## src/design/stdet_pkg.sv

```systemverilog
// ----------------------------------------------------------------------------
// stdet_pkg: shared types and constants of the sustained tone detector
// Holds the bin and result payload types, register reset values and the
// register map of the configuration port.
// ----------------------------------------------------------------------------
package stdet_pkg;

	localparam int MAG_W     = 16;
	localparam int BIN_W     = 8;
	localparam int CNT_W     = 8;
	localparam int BINS_DEFAULT = 256;

	localparam logic [CNT_W-1:0] COUNT_MAX = '1;

	// Register reset values.
	localparam logic [MAG_W-1:0] THRESHOLD_RESET = 16'd800;
	localparam logic [CNT_W-1:0] LIMIT_RESET     = 8'd30;
	localparam logic [BIN_W-1:0] TOLERANCE_RESET = 8'd3;

	// Configuration port.
	localparam int PADDR_W = 4;
	localparam int PDATA_W = 32;

	typedef enum logic [1:0] {
		REG_PEAK_THRESHOLD  = 2'd0,
		REG_SUSTAIN_LIMIT   = 2'd1,
		REG_INDEX_TOLERANCE = 2'd2,
		REG_UNUSED          = 2'd3
	} reg_index_t;

	typedef struct packed {
		logic [MAG_W-1:0] bin_magnitude;
		logic             frame_last;
	} bin_item_t;

	typedef struct packed {
		logic [BIN_W-1:0] peak_bin;
		logic [MAG_W-1:0] peak_level;
		logic             short_event;
		logic             long_event;
		logic             onset;
		logic             pitch_rose;
		logic [BIN_W-1:0] recognized_bin;
	} tone_result_t;

endpackage

```

## src/design/sustained_tone_detector_core.sv

```systemverilog
// ----------------------------------------------------------------------------
// sustained_tone_detector_core: peak search and sustained tone tracking
// Finds the strongest bin of each spectrum frame and tracks whether the
// peak stays on one pitch for enough frames to raise a long event.
// ----------------------------------------------------------------------------
//  channel   direction  handshake             payload
//  bin       in         bin_valid/bin_ready   bin_data (bin_item_t)
//  res       out        res_valid/res_ready   res_data (tone_result_t)
//  apb       in/out     psel/penable/pready   paddr, pwdata, prdata
//
// One bin transaction is taken every cycle while no frame-end bin stalls in the
// input register. The result of a frame is presented once its last bin has left
// the input register and loaded the result register. Only a frame-end bin waits
// on the result register; other bins always pass. arst_n clears all control and
// tracking state and loads the register reset values.
module sustained_tone_detector_core
	import stdet_pkg::*;
#(
	parameter int BINS = BINS_DEFAULT
) (
	input  logic                 clk,
	input  logic                 arst_n,
	input  logic                 bin_valid,
	output logic                 bin_ready,
	input  bin_item_t            bin_data,
	output logic                 res_valid,
	input  logic                 res_ready,
	output tone_result_t         res_data,
	input  logic                 psel,
	input  logic                 penable,
	input  logic                 pwrite,
	input  logic [PADDR_W-1:0]   paddr,
	input  logic [PDATA_W-1:0]   pwdata,
	output logic [PDATA_W-1:0]   prdata,
	output logic                 pready
);

	localparam int POS_W = $clog2(BINS + 1);
	localparam logic [POS_W-1:0] POS_END = POS_W'(BINS);

	logic [MAG_W-1:0] threshold_q;
	logic [CNT_W-1:0] limit_q;
	logic [BIN_W-1:0] tolerance_q;

	logic             valid_s1;
	bin_item_t        item_s1;

	logic [POS_W-1:0] pos_q;
	logic [MAG_W-1:0] run_level_q;
	logic [BIN_W-1:0] run_bin_q;
	logic [BIN_W-1:0] tracked_q;
	logic [CNT_W-1:0] count_q;
	logic             long_q;
	logic [BIN_W-1:0] last_rec_q;
	logic [BIN_W-1:0] cur_rec_q;

	logic             res_valid_s2;
	tone_result_t     res_data_s2;

	logic             advance_s1;
	logic             take_peak;
	logic [MAG_W-1:0] level_n;
	logic [BIN_W-1:0] peak_n;
	logic             short_n;
	logic [BIN_W-1:0] seeded;
	logic [BIN_W-1:0] gap;
	logic [BIN_W-1:0] tracked_n;
	logic [CNT_W-1:0] count_n;
	logic             long_n;
	logic             onset_n;
	logic             rose_n;
	logic [BIN_W-1:0] cur_rec_n;
	logic [BIN_W-1:0] last_rec_n;
	logic             apb_write;
	reg_index_t       reg_sel;

	// Configuration port.
	assign pready    = 1'b1;
	assign reg_sel   = reg_index_t'(paddr[3:2]);
	assign apb_write = psel && penable && pwrite;

	always_ff @(posedge clk or negedge arst_n) begin
		if (!arst_n) begin
			threshold_q <= THRESHOLD_RESET;
			limit_q     <= LIMIT_RESET;
			tolerance_q <= TOLERANCE_RESET;
		end else if (apb_write) begin
			case (reg_sel)
				REG_PEAK_THRESHOLD:  threshold_q <= pwdata[MAG_W-1:0];
				REG_SUSTAIN_LIMIT:   limit_q     <= pwdata[CNT_W-1:0];
				REG_INDEX_TOLERANCE: tolerance_q <= pwdata[BIN_W-1:0];
				default: ;
			endcase
		end
	end

	always_comb begin
		case (reg_sel)
			REG_PEAK_THRESHOLD:  prdata = PDATA_W'(threshold_q);
			REG_SUSTAIN_LIMIT:   prdata = PDATA_W'(limit_q);
			REG_INDEX_TOLERANCE: prdata = PDATA_W'(tolerance_q);
			default:             prdata = '0;
		endcase
	end

	// A frame-end bin needs a free result register; other bins never wait.
	assign advance_s1 = valid_s1 && (!item_s1.frame_last || !res_valid_s2 || res_ready);
	assign bin_ready  = !valid_s1 || advance_s1;

	always_comb begin
		// Peak search including the bin in the input register.
		take_peak = (pos_q != '0) && (pos_q < POS_END)
			&& (item_s1.bin_magnitude > run_level_q);
		level_n   = take_peak ? item_s1.bin_magnitude : run_level_q;
		peak_n    = take_peak ? BIN_W'(pos_q) : run_bin_q;

		// Pitch tracking at frame end.
		short_n   = level_n > threshold_q;
		seeded    = (tracked_q == '0) ? peak_n : tracked_q;
		gap       = (seeded > peak_n) ? seeded - peak_n : peak_n - seeded;
		tracked_n = tracked_q;
		count_n   = count_q;
		if (short_n) begin
			if (gap < tolerance_q) begin
				tracked_n = peak_n;
				if (count_q != COUNT_MAX)
					count_n = count_q + 1'b1;
			end else begin
				tracked_n = '0;
			end
		end else begin
			count_n = '0;
		end

		cur_rec_n  = cur_rec_q;
		last_rec_n = last_rec_q;
		long_n     = 1'b0;
		onset_n    = 1'b0;
		rose_n     = 1'b0;
		if (count_n > limit_q) begin
			cur_rec_n = tracked_n;
			long_n    = 1'b1;
			if (!long_q) begin
				onset_n    = 1'b1;
				rose_n     = !(last_rec_q > tracked_n);
				last_rec_n = tracked_n;
			end
		end
	end

	always_ff @(posedge clk or negedge arst_n) begin
		if (!arst_n) begin
			valid_s1 <= 1'b0;
		end else if (bin_ready) begin
			valid_s1 <= bin_valid;
		end
	end

	always_ff @(posedge clk) begin
		if (bin_ready)
			item_s1 <= bin_data;
	end

	always_ff @(posedge clk or negedge arst_n) begin
		if (!arst_n) begin
			pos_q       <= '0;
			run_level_q <= '0;
			run_bin_q   <= '0;
			tracked_q   <= '0;
			count_q     <= '0;
			long_q      <= 1'b0;
			last_rec_q  <= '0;
			cur_rec_q   <= '0;
		end else if (advance_s1) begin
			if (item_s1.frame_last) begin
				pos_q       <= '0;
				run_level_q <= '0;
				run_bin_q   <= '0;
				tracked_q   <= tracked_n;
				count_q     <= count_n;
				long_q      <= long_n;
				last_rec_q  <= last_rec_n;
				cur_rec_q   <= cur_rec_n;
			end else begin
				run_level_q <= level_n;
				run_bin_q   <= peak_n;
				if (pos_q < POS_END)
					pos_q <= pos_q + 1'b1;
			end
		end
	end

	always_ff @(posedge clk or negedge arst_n) begin
		if (!arst_n) begin
			res_valid_s2 <= 1'b0;
		end else if (advance_s1 && item_s1.frame_last) begin
			res_valid_s2 <= 1'b1;
		end else if (res_ready) begin
			res_valid_s2 <= 1'b0;
		end
	end

	always_ff @(posedge clk) begin
		if (advance_s1 && item_s1.frame_last) begin
			res_data_s2.peak_bin       <= peak_n;
			res_data_s2.peak_level     <= level_n;
			res_data_s2.short_event    <= short_n;
			res_data_s2.long_event     <= long_n;
			res_data_s2.onset          <= onset_n;
			res_data_s2.pitch_rose     <= rose_n;
			res_data_s2.recognized_bin <= long_n ? cur_rec_n : '0;
		end
	end

	assign res_valid = res_valid_s2;
	assign res_data  = res_data_s2;

`ifndef SYNTHESIS
	a_onset_in_long: assert property (@(posedge clk) disable iff (!arst_n)
		res_valid_s2 && res_data_s2.onset |-> res_data_s2.long_event)
		else $error("onset reported without a long event");

	a_rose_needs_onset: assert property (@(posedge clk) disable iff (!arst_n)
		res_valid_s2 && res_data_s2.pitch_rose |-> res_data_s2.onset)
		else $error("pitch direction reported outside an onset");

	a_rec_needs_long: assert property (@(posedge clk) disable iff (!arst_n)
		res_valid_s2 && (res_data_s2.recognized_bin != '0) |-> res_data_s2.long_event)
		else $error("recognized bin reported without a long event");

	a_pos_bounded: assert property (@(posedge clk) disable iff (!arst_n)
		pos_q <= POS_END)
		else $error("bin position ran past the frame length");

	a_stall_holds: assert property (@(posedge clk) disable iff (!arst_n)
		valid_s1 && !advance_s1 |=> valid_s1 && $stable(item_s1))
		else $error("stalled frame-end transaction was lost");
`endif

endmodule

```

## config.mk

```make
export PLATFORM = sky130hd
export DESIGN_NAME = sustained_tone_detector_core
export DESIGN_NICKNAME = d
export VERILOG_FILES = /design/src/design/stdet_pkg.sv /design/src/design/sustained_tone_detector_core.sv
export SDC_FILE = /design/constraint.sdc
export NUM_CORES = 1
export LEC_CHECK = 0
export ABC_CLOCK_PERIOD_IN_PS = 14600
export BUFFER_PORTS_ARGS = -buffer_cell sky130_fd_sc_hd__buf_4
export CAP_MARGIN = 20
export CELL_PAD_IN_SITES_DETAIL_PLACEMENT = 1
export CELL_PAD_IN_SITES_GLOBAL_PLACEMENT = 1
export CORE_MARGIN = 2
export CORE_UTILIZATION = 48
export CTS_CLUSTER_DIAMETER = 40
export DETAILED_ROUTE_END_ITERATION = 6
export PLACE_DENSITY = 0.86
export SYNTH_ARGS = -nofsm -noshare
export SYNTH_HDL_FRONTEND = slang
export SYNTH_SLANG_ARGS = --single-unit
```

## constraint.sdc

```tcl
create_clock -name clk -period 14.6 [get_ports clk]
set_input_delay 0.73 -clock clk [delete_from_list [all_inputs] [get_ports clk]]
set_output_delay 0.73 -clock clk [all_outputs]
set_load 0.05 [all_outputs]
```

==> results by group, run 1 <==
Floorplan
  • IO Pins: 131
  • Vert. Die Dim: 135 um
  • Horiz. Die Dim: 135 um
  • Die area: 18300 sq um
  • CORE AREA: 17100 sq um
  • Initial Util: 48.6%
  • Site Rows: 48

Critical path
  • CP Launch Type: flip-flop
  • Worst Setup End Kind: flip-flop
  • Kind of critical path: flip-flop to flip-flop
  • Worst path slowest cell: o32ai_1
  • Worst path max stage delay: 0.66 ns
  • Flop2flop setup slack: 5.44 ns
  • CP most frequent cell: ha_1
  • Worst EP arrival: 9.46 ns
  • Required time of the critical path: 14.90 ns
  • CP max FO: 41

Logic synthesis
  • Largest family of logic cells by synthesized area: compound AO/OA/AOI/OAI gates
  • Gate count of the mapped netlist: 797
  • Compound-Gate Fraction of Synth Area: 16.7%
  • Mapped Area: 8280 sq um
  • Post-synth EDFFs: 53
  • Mean Syn Cell Area: 10.4 sq um
  • Post-synthesis adder-cell area fraction: 11.5%
  • Seq/Total Area, Yosys: 47.1%
  • Post-synth ARST share: 63.4%
  • Simple-Gate Fraction of Synth Area: 11.8%
  • Yosys reg bits: 145
  • Post-synthesis mux area share: 4.38%
  • Synth warn: 0
  • Synth Area in XOR/XNOR: 1.48%
  • Synth Flop Type: dfrtp_1
  • Netlist cell types: 69

CTS
  • TritonCTS clock tree: yes
  • Post-CTS sizing: 0
  • H-tree depth: 4
  • CTS Buf Count: 17
  • Setup Buffers After CTS: 0
  • Clk pin slew, worst setup/hold paths: 0.07 ns
  • CTS Buffer Depth: 2
  • Number of hold buffers added after CTS: 0
  • Clock sinks: 145
  • Clock Latency Late Sink: 0.43 ns
  • Root buf cell: clkbuf_16

Route
  • DRC violations left: 0
  • Routed length per instance: 19.5 um
  • DRT antenna net count: 0
  • Vias per cell: 5.69
  • Via count: 6407
  • Pre-Repair DR Iteration Count: 4
  • Routed wire length: 22000 um
  • Initial DRC count: 369

Flow run
  • Maxcap violations: 0

Timing
  • Fmax: 109 MHz
  • Final Hold Viols: 0
  • Max Slew Vio Count: 0
  • Final setup fails: 0
  • Setup TNS: 0 ns
  • Slew margin rel.: 37.1%
  • Worst Tran Pin Value: 0.938 ns
  • Min Clock Period, post-route: 9.16 ns
  • RSZ-0062 raised after global routing: no
  • Period utilization: 62.8%
  • Clock Skews: 0.00976 ns

Layout
  • Net count, final: 1023
  • Area of the multi-input gates: 3870 sq um
  • FF+latch area: 3910 sq um
  • # fillers: 1884
  • Fin cells: 1126
  • Area grow syn2layout: 17.3%
  • Layout cell share with drive strength beyond 1: 20.2%
  • Antenna Cells: 0

Pwr
  • P per Cell Area: 191 nW/um^2
  • VDD IR max: 0.000168 V
  • Leakage: 0.00452 uW

Placed design
  • Dpl cells: 1094
  • Final GP Congestion: 0.839
  • Dpl hpwl: 15700 um
  • Port Buf Inserts: 95

GRT
  • Pin count of the biggest net entering global routing: 50
  • Initial antenna violation count: 0
  • Total track usage: 25.5%
  • First-pass GRT wire length: 36000 um
  • Number of global-route vias before repair: 6806
  • Gr ovfl total: 0

Outcome
  • Status: complete, no violations

Worst hold path
  • Worst min-delay path class: input port to async pin
logic make-up after synthesis:
family | after synthesis
compound gates | 203
simple gates | 200
flops | 145
buf+inv | 126
fa+ha+maj | 75
mux | 32
xor+xnor | 14
other cells | 2
registers in the layout, indices dropped and copies added, names as in the netlist, 9 cells and up:
signal	cells
item_s1	17
pos_q	9
res_data	36
run_level_q	16
threshold_q	16
through the flow:
stage	area (sq um)	hold slack, ns	power, uW	setup slack, ns	utilization (%)
3_3_place_gp	9120	0.457	1350	5.95	53.5
4_1_cts	9710	0.304	1860	5.53	57.0
2_1_floorplan	8340	0.434	1190	7.43	-
3_5_place_dp	9120	0.478	1400	5.71	53.5
5_1_grt	9710	0.315	1980	4.74	57.0
6_report	9710	0.274	1850	5.44	57.0
critical path: cells and delay by family (launching register included):
kind | cells | cell delay [ns]
xor+xnor | 2 | 0.35
simple gates | 11 | 2.17
buf+inv | 3 | 0.41
flops | 1 | 0.43
fa+ha+maj | 5 | 1.48
compound gates | 14 | 3.39
mux | 2 | 0.76
cell usage after synthesis, types with 7 or more instances:
master,number,share of area [%]
clkbuf_1,19,0.86
nand2_1,92,4.2
nor2b_1,10,0.76
a21o_1,18,1.6
ha_1,73,11
nor3_1,14,0.85
inv_1,76,3.4
edfxtp_1,53,19
nor2_1,24,1.1
o21ai_0,78,4.7
xnor2_1,10,1.1
o21ai_1,11,0.66
a21oi_1,23,1.4
mux2_2,11,1.5
o21a_1,7,0.63
dfstp_2,9,2.9
nand4_1,12,0.91
and3_1,8,0.60
mux2i_1,16,1.9
dfrtp_1,83,25
a22o_1,33,3.5
buf_4,19,1.7
nand3_1,14,0.85
power breakdown:
part	internal (uW)	leakage, uW	switching (uW)
registers	489	0.00172	40.0
logic	336	0.00252	552
clock network	251	0.000285	187
total	1080	0.00452	779
path summary, 6_finish.rpt:
path	from	to	cells after the start
setup / recovery	item_s1[12]	last_rec_q[6]	37
hold / removal	arst_n	run_level_q[12]	1
setup reg to reg	item_s1[12]	last_rec_q[6]	37
hold reg to reg	long_q	long_q	2
max in group asynchronous	arst_n	limit_q[0]	2
min in group clk	bin_data[12]	item_s1[12]	1
final cells by class:
cell class / count / share of cell area, %
flip-flops and latches: 145 / 40.2
multi-input cells: 541 / 39.8
repair buffers: 102 / 7.88
clock buffers: 19 / 4.68
well taps: 225 / 2.90
clock inverters: 13 / 1.42
inverters: 81 / 3.13
cells in the final DEF (no fill, tap or decap), types with 9 or more instances in the layout:
| cell type | count |
|---|---|
| a21o_1 | 18 |
| a21oi_1 | 23 |
| a22o_1 | 33 |
| buf_4 | 102 |
| clkbuf_16 | 18 |
| conb_1 | 17 |
| dfrtp_1 | 83 |
| dfstp_2 | 9 |
| edfxtp_1 | 53 |
| ha_1 | 73 |
| inv_1 | 75 |
| mux2_2 | 11 |
| mux2i_1 | 16 |
| nand2_1 | 92 |
| nand3_1 | 14 |
| nand4_1 | 12 |
| nor2_1 | 24 |
| nor2b_1 | 10 |
| nor3_1 | 13 |
| o21ai_0 | 78 |
| o21ai_1 | 11 |
| xnor2_1 | 10 |
metal layers:
| metal | share of wire, % | global-route usage (%) | vias to the layer above |
|---|---|---|---|
| met5 | 0 | 0 | - |
| met4 | 3.0 | 10.2 | 0 |
| met3 | 3.6 | 4.56 | 48 |
| met2 | 50 | 43.9 | 158 |
| met1 | 43 | 32.1 | 3226 |
| li1 | - | - | 2975 |
Note: power is estimated with default switching activity, not from simulation.
==> run 2, diff against run 1 <==
--- a/config.mk
+++ b/config.mk
@@ -5,16 +5,16 @@
 export SDC_FILE = /design/constraint.sdc
 export NUM_CORES = 1
 export LEC_CHECK = 0
-export ABC_CLOCK_PERIOD_IN_PS = 14600
+export ABC_CLOCK_PERIOD_IN_PS = 7600
 export BUFFER_PORTS_ARGS = -buffer_cell sky130_fd_sc_hd__buf_4
 export CAP_MARGIN = 20
 export CELL_PAD_IN_SITES_DETAIL_PLACEMENT = 1
 export CELL_PAD_IN_SITES_GLOBAL_PLACEMENT = 1
 export CORE_MARGIN = 2
-export CORE_UTILIZATION = 48
+export CORE_UTILIZATION = 40
 export CTS_CLUSTER_DIAMETER = 40
 export DETAILED_ROUTE_END_ITERATION = 6
-export PLACE_DENSITY = 0.86
+export PLACE_DENSITY = 0.76
 export SYNTH_ARGS = -nofsm -noshare
 export SYNTH_HDL_FRONTEND = slang
 export SYNTH_SLANG_ARGS = --single-unit
==> constraint.sdc (replaced) <==
create_clock -name clk -period 7.6 [get_ports clk]
set_input_delay 0.38 -clock clk [delete_from_list [all_inputs] [get_ports clk]]
set_output_delay 0.38 -clock clk [all_outputs]
set_load 0.05 [all_outputs]
==> run 2 against run 1 <==
  * Setup slack got worse by 5.2 ns
  * Critical endpoint is now res_data[2]
  * Maximum frequency rose by 24%
  * Sequential share of layout area fell by 2.0 points
  * Register-to-register slack got worse by 5.2 ns
  * First-iteration DRC count fell by 27%
  * Clock-buffer cell count did not move
  * Hold slack got worse by 0.16 ns
==> results by group, run 2 (same netlist as run 1, synthesis figures left out) <==
GRT
  • Initial antenna violation count: 0 (unchanged)
  • First-pass GRT wire length: 35500 um (was 36000 um)
  • Total track usage: 20.7% (was 25.5%)
  • Pin count of the biggest net entering global routing: 51 (was 50)
  • Number of global-route vias before repair: 6730 (was 6806)
  • Gr ovfl total: 0 (unchanged)

Floorplan
  • Die area: 21900 sq um (was 18300 sq um)
  • Horiz. Die Dim: 148 um (was 135 um)
  • CORE AREA: 20300 sq um (was 17100 sq um)
  • Initial Util: 40.8% (was 48.6%)
  • Vert. Die Dim: 148 um (was 135 um)
  • Site Rows: 52 (was 48)
  • IO Pins: 131 (unchanged)

CTS
  • CTS Buf Count: 17 (unchanged)
  • H-tree depth: 4 (unchanged)
  • Clk pin slew, worst setup/hold paths: 0.07 ns (about the same)
  • Clock sinks: 145 (unchanged)
  • TritonCTS clock tree: yes (unchanged)
  • CTS Buffer Depth: 2 (unchanged)
  • Clock Latency Late Sink: 0.44 ns (was 0.43 ns)
  • Root buf cell: clkbuf_16 (unchanged)

Layout
  • Net count, final: 1059 (was 1023)
  • Most common cell after layout, fill and taps aside: buf_4 (unchanged)
  • # fillers: 2272 (was 1884)
  • Area of the multi-input gates: 4060 sq um (was 3870 sq um)
  • Layout cell share with drive strength beyond 1: 26.3% (was 20.2%)
  • Post-route cell area: 10200 sq um (was 9710 sq um)
  • Max reg flops: 36 (unchanged)
  • FF+latch area: 3910 sq um (unchanged)
  • Antenna Cells: 0 (unchanged)
  • Area grow syn2layout: 23.4% (was 17.3%)
  • Leading cell types in the layout, fill and taps excluded: buf_4, nand2_1, dfrtp_1 (unchanged)

Timing
  • Clock Skews: 0.0166 ns (was 0.00976 ns)
  • Final Hold Viols: 0 (unchanged)
  • Final setup fails: 0 (unchanged)
  • Worst Tran Pin Value: 0.765 ns (was 0.938 ns)
  • Period utilization: 97.0% (was 62.8%)
  • Min Clock Period, post-route: 7.37 ns (was 9.16 ns)
  • Slew margin rel.: 49.0% (was 37.1%)
  • Max Slew Vio Count: 0 (unchanged)
  • Fmax: 136 MHz (was 109 MHz)

Route
  • Pre-Repair DR Iteration Count: 4 (unchanged)
  • Vias per cell: 5.30 (was 5.69)
  • DRC violations left: 0 (unchanged)
  • Routed wire length: 22200 um (was 22000 um)
  • Routed length per instance: 18.4 um (was 19.5 um)
  • Via count: 6393 (was 6407)
  • Initial DRC count: 270 (was 369)
  • DRT antenna net count: 0 (unchanged)

Pwr
  • VDD IR max: 0.000218 V (was 0.000168 V)
  • Flop pwr share: 26.7% (was 28.5%)
  • Sw frac: 41.6% (was 42.0%)
  • Comb power frac: 52.9% (was 47.9%)
  • Psw: 1580 uW (was 779 uW)
  • Total power: 3800 uW (was 1850 uW)
  • Leakage: 0.00471 uW (was 0.00452 uW)
  • Pint: 2220 uW (was 1080 uW)
  • Clock share of power: 20.4% (was 23.6%)
  • P per Cell Area: 372 nW/um^2 (was 191 nW/um^2)

Flow run
  • Maxcap violations: 0 (unchanged)

Critical path
  • Worst path max stage delay: 0.46 ns (was 0.66 ns)
  • Worst EP arrival: 7.55 ns (was 9.46 ns)
  • Buffers plus inverters on the worst setup path: 5 (was 3)
  • Worst path slowest cell: edfxtp_1 (was o32ai_1)
  • CP max FO: 8 (was 41)
  • Family with the most delay on the worst path: compound AO/OA/AOI/OAI gates (unchanged)
  • Required time of the critical path: 7.78 ns (was 14.90 ns)
  • CP Launch Type: flip-flop (unchanged)
  • Kind of critical path: flip-flop to flip-flop (unchanged)
  • Worst Setup End Kind: flip-flop (unchanged)

Worst hold path
  • Worst min-delay path class: input port to flip-flop (was input port to async pin)

Placed design
  • Placed inst area: 9300 sq um (was 9120 sq um)
  • Port Buf Inserts: 95 (unchanged)
  • Dpl hpwl: 15600 um (was 15700 um)
  • Final GP Congestion: 0.823 (was 0.839)

Outcome
  • Status: complete, no violations (unchanged)
run 2: cell count changes in the layout (fill, tap and decap cells not counted), moves of 4 or more:
| cell | delta |
|---|---|
| ha_1 | -7 |
| a21oi_2 | +4 |
| a21oi_1 | -5 |
| buf_6 | +5 |
| ha_4 | +5 |
| buf_4 | +28 |
run 2: area by class of cell:
type                    count  area share (%)
multi-input cells         541            39.7
flip-flops and latches    145            38.2
repair buffers            138            10.5
clock buffers              19            4.24
well taps                 270            3.31
inverters                  81            2.98
clock inverters            13            1.02
run 2: what timing repair did:
action | 4_1_cts | 5_1_grt
endpoints found under the hold margin | 2 | 0
resized for setup | 0 | 51
pin swaps | 0 | 25
setup endpoints to repair | 10 | 18
setup buffers | 4 | 15
hold buffers | 1 | 0
cloned | 0 | 1
run 2: power by group through the flow:
stage / Clock [uW] / Sequential [uW] / Combinational (uW)
5_1_grt: 826 / 1030 / 2190
2_1_floorplan: 0 / 1070 / 1210
3_3_place_gp: 0 / 1020 / 1670
6_report: 776 / 1010 / 2010
3_5_place_dp: 0 / 1020 / 1720
4_1_cts: 796 / 1010 / 1810
run 2: per-layer routing:
| metal | vias to the layer above | track usage (%) | wire (um) |
|---|---|---|---|
| met1 | 3218 | 27.4 | 10100 |
| met3 | 21 | 3.40 | 613 |
| met4 | 0 | 6.33 | 348 |
| met5 | - | 0 | 0 |
| li1 | 3038 | - | - |
| met2 | 116 | 35.0 | 11200 |
run 2: final timing paths:
path                             endpoint  depth (start not counted)  slack (ns)          from
max in group asynchronous    tracked_q[2]                          3        5.99        arst_n
max reg2reg                   res_data[2]                         37        0.23    item_s1[2]
max                           res_data[2]                         37        0.23    item_s1[2]
min reg2reg                  run_bin_q[6]                          2        0.49  run_bin_q[6]
min                            item_s1[9]                          1        0.11   bin_data[9]
min in group asynchronous  run_level_q[9]                          2        0.51        arst_n
run 2: through the flow:
step | setup WS (ns) | hold slack (ns) | utilization (%) | TNS (ns) | instances
after global placement | 0.186 | 0.452 | 45.8 | 0 | 1153
final | 0.227 | 0.114 | 50.3 | 0 | 1207
after detailed placement | 0.00929 | 0.458 | 45.8 | 0 | 1153
after floorplan | 0.427 | 0.0844 | - | 0 | 812
after global routing | -0.161 | 0.0997 | 50.3 | -2.29 | 1207
after CTS | 0.00662 | 0.100 | 48.6 | 0 | 1190
